File: config.mk
export PLATFORM = sky130hd
export DESIGN_NAME = piecewise_linear_decay_correlation_unit
export DESIGN_NICKNAME = d
export VERILOG_FILES = /design/src/rtl/pldc_pkg.sv /design/src/rtl/piecewise_linear_decay_correlation_unit.sv /design/src/rtl/pldc_cfg.sv /design/src/rtl/pldc_div.sv
export SDC_FILE = /design/constraint.sdc
export NUM_CORES = 2
export LEC_CHECK = 0
export ABC_AREA = 0
export BUFFER_PORTS_ARGS = -buffer_cell sky130_fd_sc_hd__buf_4
export CAP_MARGIN = 20
export CORE_MARGIN = 2
export CORE_UTILIZATION = 25
export CTS_BUF_LIST = sky130_fd_sc_hd__clkbuf_8
export DETAILED_ROUTE_END_ITERATION = 6
export PLACE_DENSITY = 0.48
export RECOVER_POWER = 25
export SYNTH_ARGS = -nofsm -noshare
export SYNTH_HDL_FRONTEND = slang
export SYNTH_HIERARCHICAL = 1
export SYNTH_SLANG_ARGS = --single-unit
File: constraint.sdc
create_clock -name clk -period 14.8 [get_ports clk]
set_clock_uncertainty 0.05 [all_clocks]
set_input_delay 1.48 -clock clk [delete_from_list [all_inputs] [get_ports clk]]
set_output_delay 1.48 -clock clk [all_outputs]
set_load 0.02 [all_outputs]
File: src/rtl/pldc_pkg.sv
// shared types and constants for the piecewise linear decay correlation unit
package pldc_pkg;

	localparam int KnotSlots = 3;
	localparam int MaxKnots = 3;
	localparam int KnotIdxW = $clog2(KnotSlots);
	localparam int TimeW = 31;
	localparam int RhoW = 16;
	localparam int DeltaW = 32;
	localparam int CountW = 2;
	localparam int CfgIdxW = 3;
	localparam int CfgDataW = 32;
	localparam int DiffRW = RhoW + 1;
	localparam int ProdW = DeltaW + DiffRW;
	localparam int DivW = 48;
	localparam int DivisorW = TimeW;
	localparam int AccW = DivW + 2;
	localparam logic [RhoW-1:0] OneQ15 = RhoW'(32768);
	localparam logic [CountW-1:0] MaxKnotsCode = CountW'(MaxKnots);

	typedef enum logic [CfgIdxW-1:0] {
		REG_SEGMENT_COUNT = 3'd0,
		REG_EPSILON_TIME  = 3'd1,
		REG_RHO_KNOT0     = 3'd2,
		REG_RHO_KNOT1     = 3'd3,
		REG_RHO_KNOT2     = 3'd4,
		REG_TIME_KNOT0    = 3'd5,
		REG_TIME_KNOT1    = 3'd6,
		REG_TIME_KNOT2    = 3'd7
	} reg_idx_t;

	typedef struct packed {
		logic [CountW-1:0]                 segment_count;
		logic [TimeW-1:0]                  epsilon_time;
		logic [KnotSlots-1:0][RhoW-1:0]    rho_knot;
		logic [KnotSlots-1:0][TimeW-1:0]   time_knot;
	} cfg_regs_t;

endpackage

File: src/rtl/piecewise_linear_decay_correlation_unit.sv
// top level: correlation coefficient from a time difference on a piecewise linear curve
//
// Command channel: drive delta_time with start high; the item is taken at a rising
// edge where start is high and busy is low. busy stays high until the result is out.
// Result channel: done pulses for one cycle with coefficient and was_clamped valid
// in that cycle; the receiver cannot stall, and both hold until the next result.
// Configuration: cfg_valid with cfg_index and cfg_data writes one register; cfg_ready
// is always high. Write only while busy is low.
// Sequence: a zero or small difference, no knots or a held knot value go to the final
// clamp from the check step or the knot scan. An interpolated value goes through the
// knot scan, the multiply, the divider that produces two quotient bits per cycle over a
// 48-bit dividend, and the final clamp. One item is in flight at a time, so a new item
// is taken only once the last one is done.
// Reset: arst_n clears the sequencer and loads the register defaults (one knot in
// use at 1000.0 with correlation 0, epsilon 0).
module piecewise_linear_decay_correlation_unit
	import pldc_pkg::*;
(
	input  logic                clk,
	input  logic                arst_n,
	input  logic                start,
	output logic                busy,
	input  logic [DeltaW-1:0]   delta_time,
	output logic                done,
	output logic [RhoW-1:0]     coefficient,
	output logic                was_clamped,
	input  logic                cfg_valid,
	output logic                cfg_ready,
	input  logic [CfgIdxW-1:0]  cfg_index,
	input  logic [CfgDataW-1:0] cfg_data
);

	typedef enum logic [2:0] {
		ST_IDLE,
		ST_CHECK,
		ST_SCAN,
		ST_MUL,
		ST_DIV_GO,
		ST_DIV_WAIT,
		ST_FIN
	} state_t;

	cfg_regs_t regs;

	state_t                    state_q;
	logic [TimeW-1:0]          mag_q;
	logic [KnotIdxW-1:0]       idx_q;
	logic [CountW-1:0]         last_q;
	logic [TimeW-1:0]          prev_time_q;
	logic [RhoW-1:0]           prev_rho_q;
	logic signed [DeltaW-1:0]  diff_t_q;
	logic signed [DiffRW-1:0]  diff_r_q;
	logic signed [DeltaW-1:0]  dt_q;
	logic signed [ProdW-1:0]   prod_q;
	logic signed [AccW-1:0]    acc_q;
	logic                      done_q;
	logic [RhoW-1:0]           coef_q;
	logic                      clamp_q;

	logic [DeltaW-1:0]         neg_delta;
	logic [TimeW-1:0]          mag_in;
	logic [CountW-1:0]         knots;
	logic [TimeW-1:0]          cur_time;
	logic [RhoW-1:0]           cur_rho;
	logic signed [DeltaW-1:0]  dt_d;
	logic signed [ProdW-1:0]   prod_neg;
	logic [DeltaW-1:0]         dt_abs;
	logic                      div_start;
	logic                      div_busy;
	logic                      div_done;
	logic [DivW-1:0]           div_q;
	logic signed [AccW-1:0]    q_signed;
	logic                      q_neg;

	pldc_cfg u_cfg (
		.clk       (clk),
		.arst_n    (arst_n),
		.cfg_valid (cfg_valid),
		.cfg_index (cfg_index),
		.cfg_data  (cfg_data),
		.regs      (regs)
	);

	assign cfg_ready = 1'b1;

	assign neg_delta = DeltaW'(0) - delta_time;
	always_comb begin
		if (delta_time == {1'b1, {(DeltaW-1){1'b0}}}) begin
			mag_in = {TimeW{1'b1}};
		end else if (delta_time[DeltaW-1]) begin
			mag_in = neg_delta[TimeW-1:0];
		end else begin
			mag_in = delta_time[TimeW-1:0];
		end
	end

	assign knots = (regs.segment_count > MaxKnotsCode) ? MaxKnotsCode : regs.segment_count;
	assign cur_time = regs.time_knot[idx_q];
	assign cur_rho = regs.rho_knot[idx_q];
	assign dt_d = $signed({1'b0, cur_time}) - $signed({1'b0, prev_time_q});

	// sign-magnitude operands for the divider
	assign prod_neg = -prod_q;
	assign dt_abs = dt_q[DeltaW-1] ? (DeltaW'(0) - dt_q) : dt_q;
	assign div_start = (state_q == ST_DIV_GO);
	assign q_neg = prod_q[ProdW-1] ^ dt_q[DeltaW-1];
	assign q_signed = q_neg ? -$signed({2'b00, div_q}) : $signed({2'b00, div_q});

	pldc_div u_div (
		.clk      (clk),
		.arst_n   (arst_n),
		.start    (div_start),
		.dividend (prod_q[ProdW-1] ? prod_neg[DivW-1:0] : prod_q[DivW-1:0]),
		.divisor  (dt_abs[DivisorW-1:0]),
		.busy     (div_busy),
		.done     (div_done),
		.quotient (div_q)
	);

	always_ff @(posedge clk or negedge arst_n) begin
		if (!arst_n) begin
			state_q <= ST_IDLE;
			done_q <= 1'b0;
			idx_q <= '0;
			last_q <= '0;
		end else begin
			done_q <= 1'b0;
			case (state_q)
				ST_IDLE: begin
					if (start) begin
						state_q <= ST_CHECK;
					end
				end
				ST_CHECK: begin
					idx_q <= KnotIdxW'(1);
					last_q <= knots - CountW'(1);
					if (mag_q == '0 || mag_q < regs.epsilon_time) begin
						state_q <= ST_FIN;
					end else if (knots == '0) begin
						state_q <= ST_FIN;
					end else if (knots == CountW'(1)) begin
						state_q <= ST_FIN;
					end else begin
						state_q <= ST_SCAN;
					end
				end
				ST_SCAN: begin
					if (mag_q <= cur_time) begin
						state_q <= (dt_d == '0) ? ST_FIN : ST_MUL;
					end else if (CountW'(idx_q) == last_q) begin
						state_q <= ST_FIN;
					end else begin
						idx_q <= idx_q + KnotIdxW'(1);
					end
				end
				ST_MUL: state_q <= ST_DIV_GO;
				ST_DIV_GO: state_q <= ST_DIV_WAIT;
				ST_DIV_WAIT: begin
					if (div_done) begin
						state_q <= ST_FIN;
					end
				end
				ST_FIN: begin
					done_q <= 1'b1;
					state_q <= ST_IDLE;
				end
				default: state_q <= ST_IDLE;
			endcase
		end
	end

	always_ff @(posedge clk) begin
		case (state_q)
			ST_IDLE: begin
				mag_q <= mag_in;
			end
			ST_CHECK: begin
				prev_time_q <= regs.time_knot[0];
				prev_rho_q <= regs.rho_knot[0];
				if (mag_q == '0 || mag_q < regs.epsilon_time) begin
					acc_q <= AccW'(OneQ15);
				end else if (knots == '0) begin
					acc_q <= '0;
				end else begin
					acc_q <= AccW'(regs.rho_knot[0]);
				end
			end
			ST_SCAN: begin
				diff_t_q <= $signed({1'b0, mag_q}) - $signed({1'b0, prev_time_q});
				diff_r_q <= $signed({1'b0, cur_rho}) - $signed({1'b0, prev_rho_q});
				dt_q <= dt_d;
				if (mag_q <= cur_time) begin
					acc_q <= AccW'(prev_rho_q);
				end else begin
					prev_time_q <= cur_time;
					prev_rho_q <= cur_rho;
					acc_q <= AccW'(cur_rho);
				end
			end
			ST_MUL: begin
				prod_q <= ProdW'(diff_t_q) * ProdW'(diff_r_q);
			end
			ST_DIV_WAIT: begin
				if (div_done) begin
					acc_q <= $signed({{(AccW-RhoW){1'b0}}, prev_rho_q}) + q_signed;
				end
			end
			ST_FIN: begin
				if (acc_q < 0) begin
					coef_q <= '0;
					clamp_q <= 1'b1;
				end else if (acc_q > $signed(AccW'(OneQ15))) begin
					coef_q <= OneQ15;
					clamp_q <= 1'b1;
				end else begin
					coef_q <= acc_q[RhoW-1:0];
					clamp_q <= 1'b0;
				end
			end
			default: ;
		endcase
	end

	assign busy = (state_q != ST_IDLE);
	assign done = done_q;
	assign coefficient = coef_q;
	assign was_clamped = clamp_q;

	a_done_after_fin: assert property (@(posedge clk) disable iff (!arst_n)
		done |-> $past(state_q == ST_FIN))
		else $error("result strobe without finishing step");

	a_div_within_busy: assert property (@(posedge clk) disable iff (!arst_n)
		div_busy |-> busy)
		else $error("divider running while sequencer idle");

	a_coef_range: assert property (@(posedge clk) disable iff (!arst_n)
		done |-> coefficient <= OneQ15)
		else $error("coefficient above one");

	a_accept_busy: assert property (@(posedge clk) disable iff (!arst_n)
		start && !busy |=> busy)
		else $error("transfer accepted but block not busy");

	a_div_done_wait: assert property (@(posedge clk) disable iff (!arst_n)
		div_done |-> state_q == ST_DIV_WAIT)
		else $error("divider finished outside wait state");

endmodule

File: src/rtl/pldc_cfg.sv
// configuration register file
module pldc_cfg
	import pldc_pkg::*;
(
	input  logic                clk,
	input  logic                arst_n,
	input  logic                cfg_valid,
	input  logic [CfgIdxW-1:0]  cfg_index,
	input  logic [CfgDataW-1:0] cfg_data,
	output cfg_regs_t           regs
);

	cfg_regs_t regs_q;

	always_ff @(posedge clk or negedge arst_n) begin
		if (!arst_n) begin
			regs_q.segment_count <= CountW'(1);
			regs_q.epsilon_time <= '0;
			regs_q.rho_knot <= '0;
			regs_q.time_knot[0] <= TimeW'(65536000);
			regs_q.time_knot[1] <= '0;
			regs_q.time_knot[2] <= '0;
		end else if (cfg_valid) begin
			case (reg_idx_t'(cfg_index))
				REG_SEGMENT_COUNT: regs_q.segment_count <= cfg_data[CountW-1:0];
				REG_EPSILON_TIME:  regs_q.epsilon_time <= cfg_data[TimeW-1:0];
				REG_RHO_KNOT0:     regs_q.rho_knot[0] <= cfg_data[RhoW-1:0];
				REG_RHO_KNOT1:     regs_q.rho_knot[1] <= cfg_data[RhoW-1:0];
				REG_RHO_KNOT2:     regs_q.rho_knot[2] <= cfg_data[RhoW-1:0];
				REG_TIME_KNOT0:    regs_q.time_knot[0] <= cfg_data[TimeW-1:0];
				REG_TIME_KNOT1:    regs_q.time_knot[1] <= cfg_data[TimeW-1:0];
				REG_TIME_KNOT2:    regs_q.time_knot[2] <= cfg_data[TimeW-1:0];
				default: ;
			endcase
		end
	end

	assign regs = regs_q;

endmodule

File: src/rtl/pldc_div.sv
// restoring unsigned divider, two quotient bits per cycle
module pldc_div
	import pldc_pkg::*;
(
	input  logic                clk,
	input  logic                arst_n,
	input  logic                start,
	input  logic [DivW-1:0]     dividend,
	input  logic [DivisorW-1:0] divisor,
	output logic                busy,
	output logic                done,
	output logic [DivW-1:0]     quotient
);

	localparam int BitsPerCycle = 2;
	localparam int DivSteps = DivW / BitsPerCycle;
	localparam int CntW = $clog2(DivSteps + 1);

	logic [DivisorW-1:0] rem_q;
	logic [DivW-1:0]     quo_q;
	logic [DivisorW-1:0] dsr_q;
	logic [CntW-1:0]     cnt_q;
	logic                busy_q;
	logic                done_q;
	logic [DivisorW-1:0] rem_d;
	logic [DivW-1:0]     quo_d;

	always_comb begin
		logic [DivisorW:0] trial;
		rem_d = rem_q;
		quo_d = quo_q;
		for (int k = 0; k < BitsPerCycle; k++) begin
			trial = {rem_d, quo_d[DivW-1]};
			if (trial >= {1'b0, dsr_q}) begin
				trial = trial - {1'b0, dsr_q};
				quo_d = {quo_d[DivW-2:0], 1'b1};
			end else begin
				quo_d = {quo_d[DivW-2:0], 1'b0};
			end
			rem_d = trial[DivisorW-1:0];
		end
	end

	always_ff @(posedge clk or negedge arst_n) begin
		if (!arst_n) begin
			busy_q <= 1'b0;
			done_q <= 1'b0;
			cnt_q <= '0;
		end else begin
			done_q <= 1'b0;
			if (start && !busy_q) begin
				busy_q <= 1'b1;
				cnt_q <= CntW'(DivSteps);
			end else if (busy_q) begin
				cnt_q <= cnt_q - CntW'(1);
				if (cnt_q == CntW'(1)) begin
					busy_q <= 1'b0;
					done_q <= 1'b1;
				end
			end
		end
	end

	always_ff @(posedge clk) begin
		if (start && !busy_q) begin
			rem_q <= '0;
			quo_q <= dividend;
			dsr_q <= divisor;
		end else if (busy_q) begin
			rem_q <= rem_d;
			quo_q <= quo_d;
		end
	end

	assign busy = busy_q;
	assign done = done_q;
	assign quotient = quo_q;

endmodule
; Yosys cells after proc, flatten, opt, wreduce, memory -nomap -nowiden
; Cells that the tools add are included.
[totals]
register_bits = 574
out_inout_bits = 20
input_bits = 71
elab_cells = 146
[op_classes]
n_lt_le_gt_ge = 8
multipliers = 1
n_mux = 47
reduce_logical = 25
eq_ne = 22
addsub = 13
n_bitwise = 1
[ops]
columns = cell, count
row1 = 31-bit two-way mux, 6
row2 = 50-bit one-hot mux with 3 select lines, 1
row3 = 48-bit two-way mux, 3
row4 = 50-bit two-way mux, 2
row5 = 16-bit two-way mux, 6
row6 = 32-bit by 31-bit greater-or-equal comparator with 1-bit output, 2
row7 = 31-bit by 31-bit subtractor with 32-bit output, 2
row8 = 31-bit binary-select mux with 2-bit select, 1
row9 = 31-bit one-hot mux with 2 select lines, 1
row10 = 1-bit by 31-bit subtractor with 31-bit output (first input constant), 2
row11 = 31-bit subtractor, 2
row12 = 17-bit by 50-bit adder with 50-bit output, 1
row13 = 50-bit by 17-bit > comparator with 1-bit output (second input constant), 1
row14 = 50-bit by 1-bit < comparator with 1-bit output (second input constant), 1
row15 = 48-bit negator with 50-bit output, 1
row16 = 32-bit by 17-bit multiplier with 49-bit output, 1
row17 = 48-bit negator, 1
row18 = 16-bit binary-select mux with 2-bit select, 1
row19 = 32-bit equality test (second input constant), 1
row20 = 32-bit zero test, 1
row21 = 16-bit one-hot mux with 2 select lines, 1
row22 = 31-bit less-or-equal comparator, 1
row23 = 31-bit zero test, 1
row24 = 31-bit < comparator, 1
row25 = other kinds (32), 76

; Depth between registers and ports, before layout
[logic_depth]
depth_word = 7
depth_mapped = 27
mapped_depth_nobuf = 25

; Cells and area by module
; The synthesis kept the hierarchy.
[by_module_without_submodules]
columns = module, cells_each, seq_area_each_um2, n_inst, area_per_inst_um2
row1 = piecewise_linear_decay_correlation_unit, 4377, 8458.1, 1, 40091.0
row2 = pldc_div, 832, 3168.0, 1, 8182.8
row3 = pldc_cfg, 374, 4362.9, 1, 6510.0

; Worst setup path before layout
; No wires, ideal clock.
[synth_timing]
kind = reg2reg
startpoint = register diff_r_q[16]
endpoint = register prod_q[44] (data pin)
t_required_ns = 14.494
setup_time_ns = 0.256
synth_period_minus_slack_ns = 7.019
path_slack_ns = 7.781
arrival_ns = 6.714
path_buffers = 1
path_stages_with_launch = 23
cell_sequence = edfxtp_1 > inv_2 > buf_1 > nor2_1 > fa_1 > fa_1 > fa_1 > fa_1 > fa_1 > inv_1 > fa_1 > inv_1 > ha_1 > a211oi_1 > nor2b_1 > nand2_1 > o211a_1 > a31o_2 > o21a_1 > a31o_2 > a21o_1 > or4_1 > and4_1
[synth_via]
elab_chain_len = 1
[synth_rtl]
columns = item, line
row1 = start: declaration, piecewise_linear_decay_correlation_unit.sv:52  ; logic signed [DiffRW-1:0] diff_r_q;
row2 = start signal: assignment, piecewise_linear_decay_correlation_unit.sv:190  ; diff_r_q <= $signed({1'b0, cur_rho}) - $signed({1'b0, prev_rho_q});
row3 = 32-bit by 17-bit multiplier with 49-bit output, piecewise_linear_decay_correlation_unit.sv:201  ; prod_q <= ProdW'(diff_t_q) * ProdW'(diff_r_q);
row4 = end signal: assignment, piecewise_linear_decay_correlation_unit.sv:201
row5 = end: declaration, piecewise_linear_decay_correlation_unit.sv:54  ; logic signed [ProdW-1:0] prod_q;
; No other way between the ends.
; A chain may end at the register's enable or synchronous reset.

; Worst setup path in the final report
[layout_timing]
startpoint = register diff_r_q[16]
endpoint = register prod_q[46] (data pin)
; Same word-level chain as after synthesis.

==> flow_summary.toml <==
[place]
hpwl_mm = 120
placedCellCount = 8357
finalWeightedCongestion = 0.849
port_buffers = 88
place_area_um2 = 58600

[worst_setup_path]
cpPeakStageDelay_ps = 630
critPathArrivalTime_ps = 8550
critical_path_depth = 21
cp-start-kind = "register"
rr_startpoint = "diff_r_q[16]"
cpMostUsedCell = "fa_1"
endpoint_kind = "register"
r2r_end = "prod_q[46]"
crit_end = "prod_q[46]"
critPathBufInv = 3
r2r_cells = 21
crit_path_start = "diff_r_q[16]"
worstSetupPathType = "register to register"
crit_path_top_delay_cell = "a211oi_1"
crit_path_max_fanout = 28
crit_required_ps = 15300
path_cells = "inv_2, nor2_1, fa_1, fa_1, fa_1, fa_1, fa_1, inv_1, fa_1, inv_1, ha_1, a211oi_1, nor2b_1, nand2_1, o211a_1, a31o_2, o21a_1, a211oi_1, nor4_1, a2111oi_0, xnor2_1"
cp_top_family = "adder cells"
r2r_slack_ps = 6750

[sta]
drv_slew = 317
clock.fmax_ghz = 0.124
fin_setup_tns_ps = 0
worst_pin_slew_ps = 3520
slew_headroom_pct = -135
setup_viol = 0
min_period_ps = 8050
rsz0062_at_grt = "false"
hold_viol = 0
period_share_pct = 54.4

[synth]
yosysSeqAreaShare_pct = 29.2
synth_cell_types = 99
ys_seq_elements = 574
synth-edff-count = 354
yosys_most_used_dff = "edfxtp_1"
async_flop_share_pct = 32.9
syn_nets = 6521
syn_inst = 5583
syn-cell-area_um2 = 54800
avgSynthCellArea_um2 = 9.81
synth_top_area_share_pct = 19.4
yosys.area.top_type = "edfxtp_1"
synthTopCellsByArea = "edfxtp_1 (19%), fa_1 (19%), dfrtp_1 (8.3%), ha_1 (7.8%), inv_1 (5.3%)"
ys.warnings.count = 6

[run]
drv_cap = 8

[routing]
viasPerCell = 4.63
vias = 39700
drc = 0
drtPass1Iterations = 5
ant_nets = 0
drt_wl_total_mm = 155
drt_first_iter_violations = 2311
wl_per_cell_um = 18.1

[final_layout]
layout.nets = 6550
drive_gt1_share_pct = 9.97
final_cells = 8568
final_util_pct = 27.9
area_delta_synth_final_pct = 10.9
fin_area_um2 = 60700

[floorplanning]
boundaryPins = 91
dieArea_um2 = 223000
fp.coreArea_um2 = 218000
die_width_um = 472
start_util_pct = 25.2
dieHeight_um = 472
rows = 171

[worst_hold_path]
holdCritPathClass = "register to register"

[clock_network]
cts_tree = "yes"
clkSinkCount = 574
clk-insertion-delay-late_ps = 880
cts_made_buffers = 106
path_clk_slew_ps = 70
post_cts_resized = 0
postCtsHoldBufs = 0
h-tree-depth = 3
clockRootBuffer = "clkbuf_8"
cts_max_path_buffers = 3
post-cts-setup-buffer-count = 0

[global_routing]
grt_pass1_vias = 40700
grt_antenna_before_repair = 14
gr-total-overflow = 0
grtUsageTotal_pct = 13.9
grt_pass1_wl_mm = 243
grt_max_degree = 80

[status]
status = "finished, violations left"
failed_checks = "max-capacitance violations, max-slew violations"
## worst min path at each step
stage	startpoint	to	slack (ps)	cells past startpoint
floorplan	u_div/rem_q[30]	u_div/rem_q[30]	390	1
global placement	u_cfg/regs[162]	u_cfg/regs[162]	420	1
detailed placement	u_div/rem_q[30]	u_div/rem_q[30]	420	1
CTS	u_div/rem_q[30]	u_div/rem_q[30]	440	1
global route	u_div/rem_q[4]	u_div/rem_q[4]	460	2
finish	u_div/rem_q[2]	u_div/rem_q[2]	430	2
## through the flow
stage	hold WS [ps]	setup WS, ps
after detailed placement	416	6760
after global routing	459	6390
after global placement	423	6830
final	435	6750
after floorplan	387	7780
after CTS	436	6740
## metal layers
layer  GRT usage [%]  share of wire [%]  vias up
met5               0                  0        -
met4            3.95                2.5        0
met3            1.71                4.1      204
met2            21.7                 45      826
met1            20.0                 49    19800
li1                -                  -    18800
## cell usage in the layout, fill, tap and decap left out, types with 12 or more instances in the layout
cell type and count:
o211ai_1 15, or2_2 12, nor2b_1 39, nor2_1 281, clkbuf_8 121, or3_1 48, ha_1 340, xnor2_1 251
o41ai_1 25, and3_1 22, fa_1 527, nand2_1 587, and2_1 259, o31ai_1 39, a211oi_1 22, xor2_1 104
nor3_1 60, dfxtp_1 31, o21bai_1 32, a21oi_1 227, mux2i_1 82, nand4_1 40, or4_1 26, a31oi_1 26
a221o_1 13, buf_4 128, dfrtp_1 180, nand2b_1 44, edfxtp_1 354, inv_1 822, mux2_2 234, nand3_1 46
nor4_1 40, o21a_1 34, a21o_1 110, o21ai_0 223, clkbuf_1 13
## logic make-up after synthesis
kind of cell | synth area share, %
AND/OR/NAND/NOR | 14.0
AO/OA/AOI/OAI | 10.6
XOR/XNOR | 5.71
buffers and inverters | 7.01
multiplexers | 6.46
adder cells (fa/ha/maj) | 27.0
other | 0.00685
flip-flops | 29.2
## worst register-to-register path, cell delays in order, from the launching register on
cell and delay, ps:
edfxtp_1 610, inv_2 550, nor2_1 170, fa_1 540, fa_1 520, fa_1 510, fa_1 520, fa_1 550
inv_1 60, fa_1 530, inv_1 40, ha_1 360, a211oi_1 350, nor2b_1 230, nand2_1 80, o211a_1 290
a31o_2 270, o21a_1 220, a211oi_1 630, nor4_1 100, a2111oi_0 490, xnor2_1 110
## state kept, by name, indices dropped and copies added, names as in the netlist, 32 cells and up
signal / flops
u_cfg/regs: 174
acc_q: 50
prod_q: 49
u_div/quotient: 48
diff_t_q: 32
dt_q: 32
## final cells by class
type | instances | area, um^2
diodes | 9 | 22.5
clock buffers | 121 | 1670
clock inverters | 80 | 542
fillers | 22800 | 157000
inverters | 780 | 2930
multi-input cells | 4009 | 35000
flip-flops and latches | 574 | 16000
well taps | 2854 | 3570
repair buffers | 141 | 1010
## synthesized netlist by cell type (10+ instances only)
cell and count:
mux2i_1 82, nand4_1 40, a31oi_1 26, nor3_1 60
o211ai_1 15, or3_1 48, inv_1 779, nor2b_1 40
xor2_1 105, or2_2 12, dfxtp_1 31, a21boi_0 11
clkbuf_1 166, fa_1 527, nor2_1 283, mux2_2 234
buf_1 18, a21oi_1 227, and3_1 23, nand3_1 46
xnor2_1 252, nor4_1 40, and2_1 260, a211o_1 10
a211oi_1 22, nand2_1 588, dfrtp_1 182, a221o_1 13
o21ai_0 225, o21a_1 34, ha_1 340, a21o_1 110
o31ai_1 39, buf_2 27, or4_1 26, o41ai_1 25
edfxtp_1 354, nand2b_1 44, a41oi_1 10, o21bai_1 32
Power is left out: the tool's default activity adds up to more than one toggle a clock period on the data nets, which glitch-free logic cannot reach.
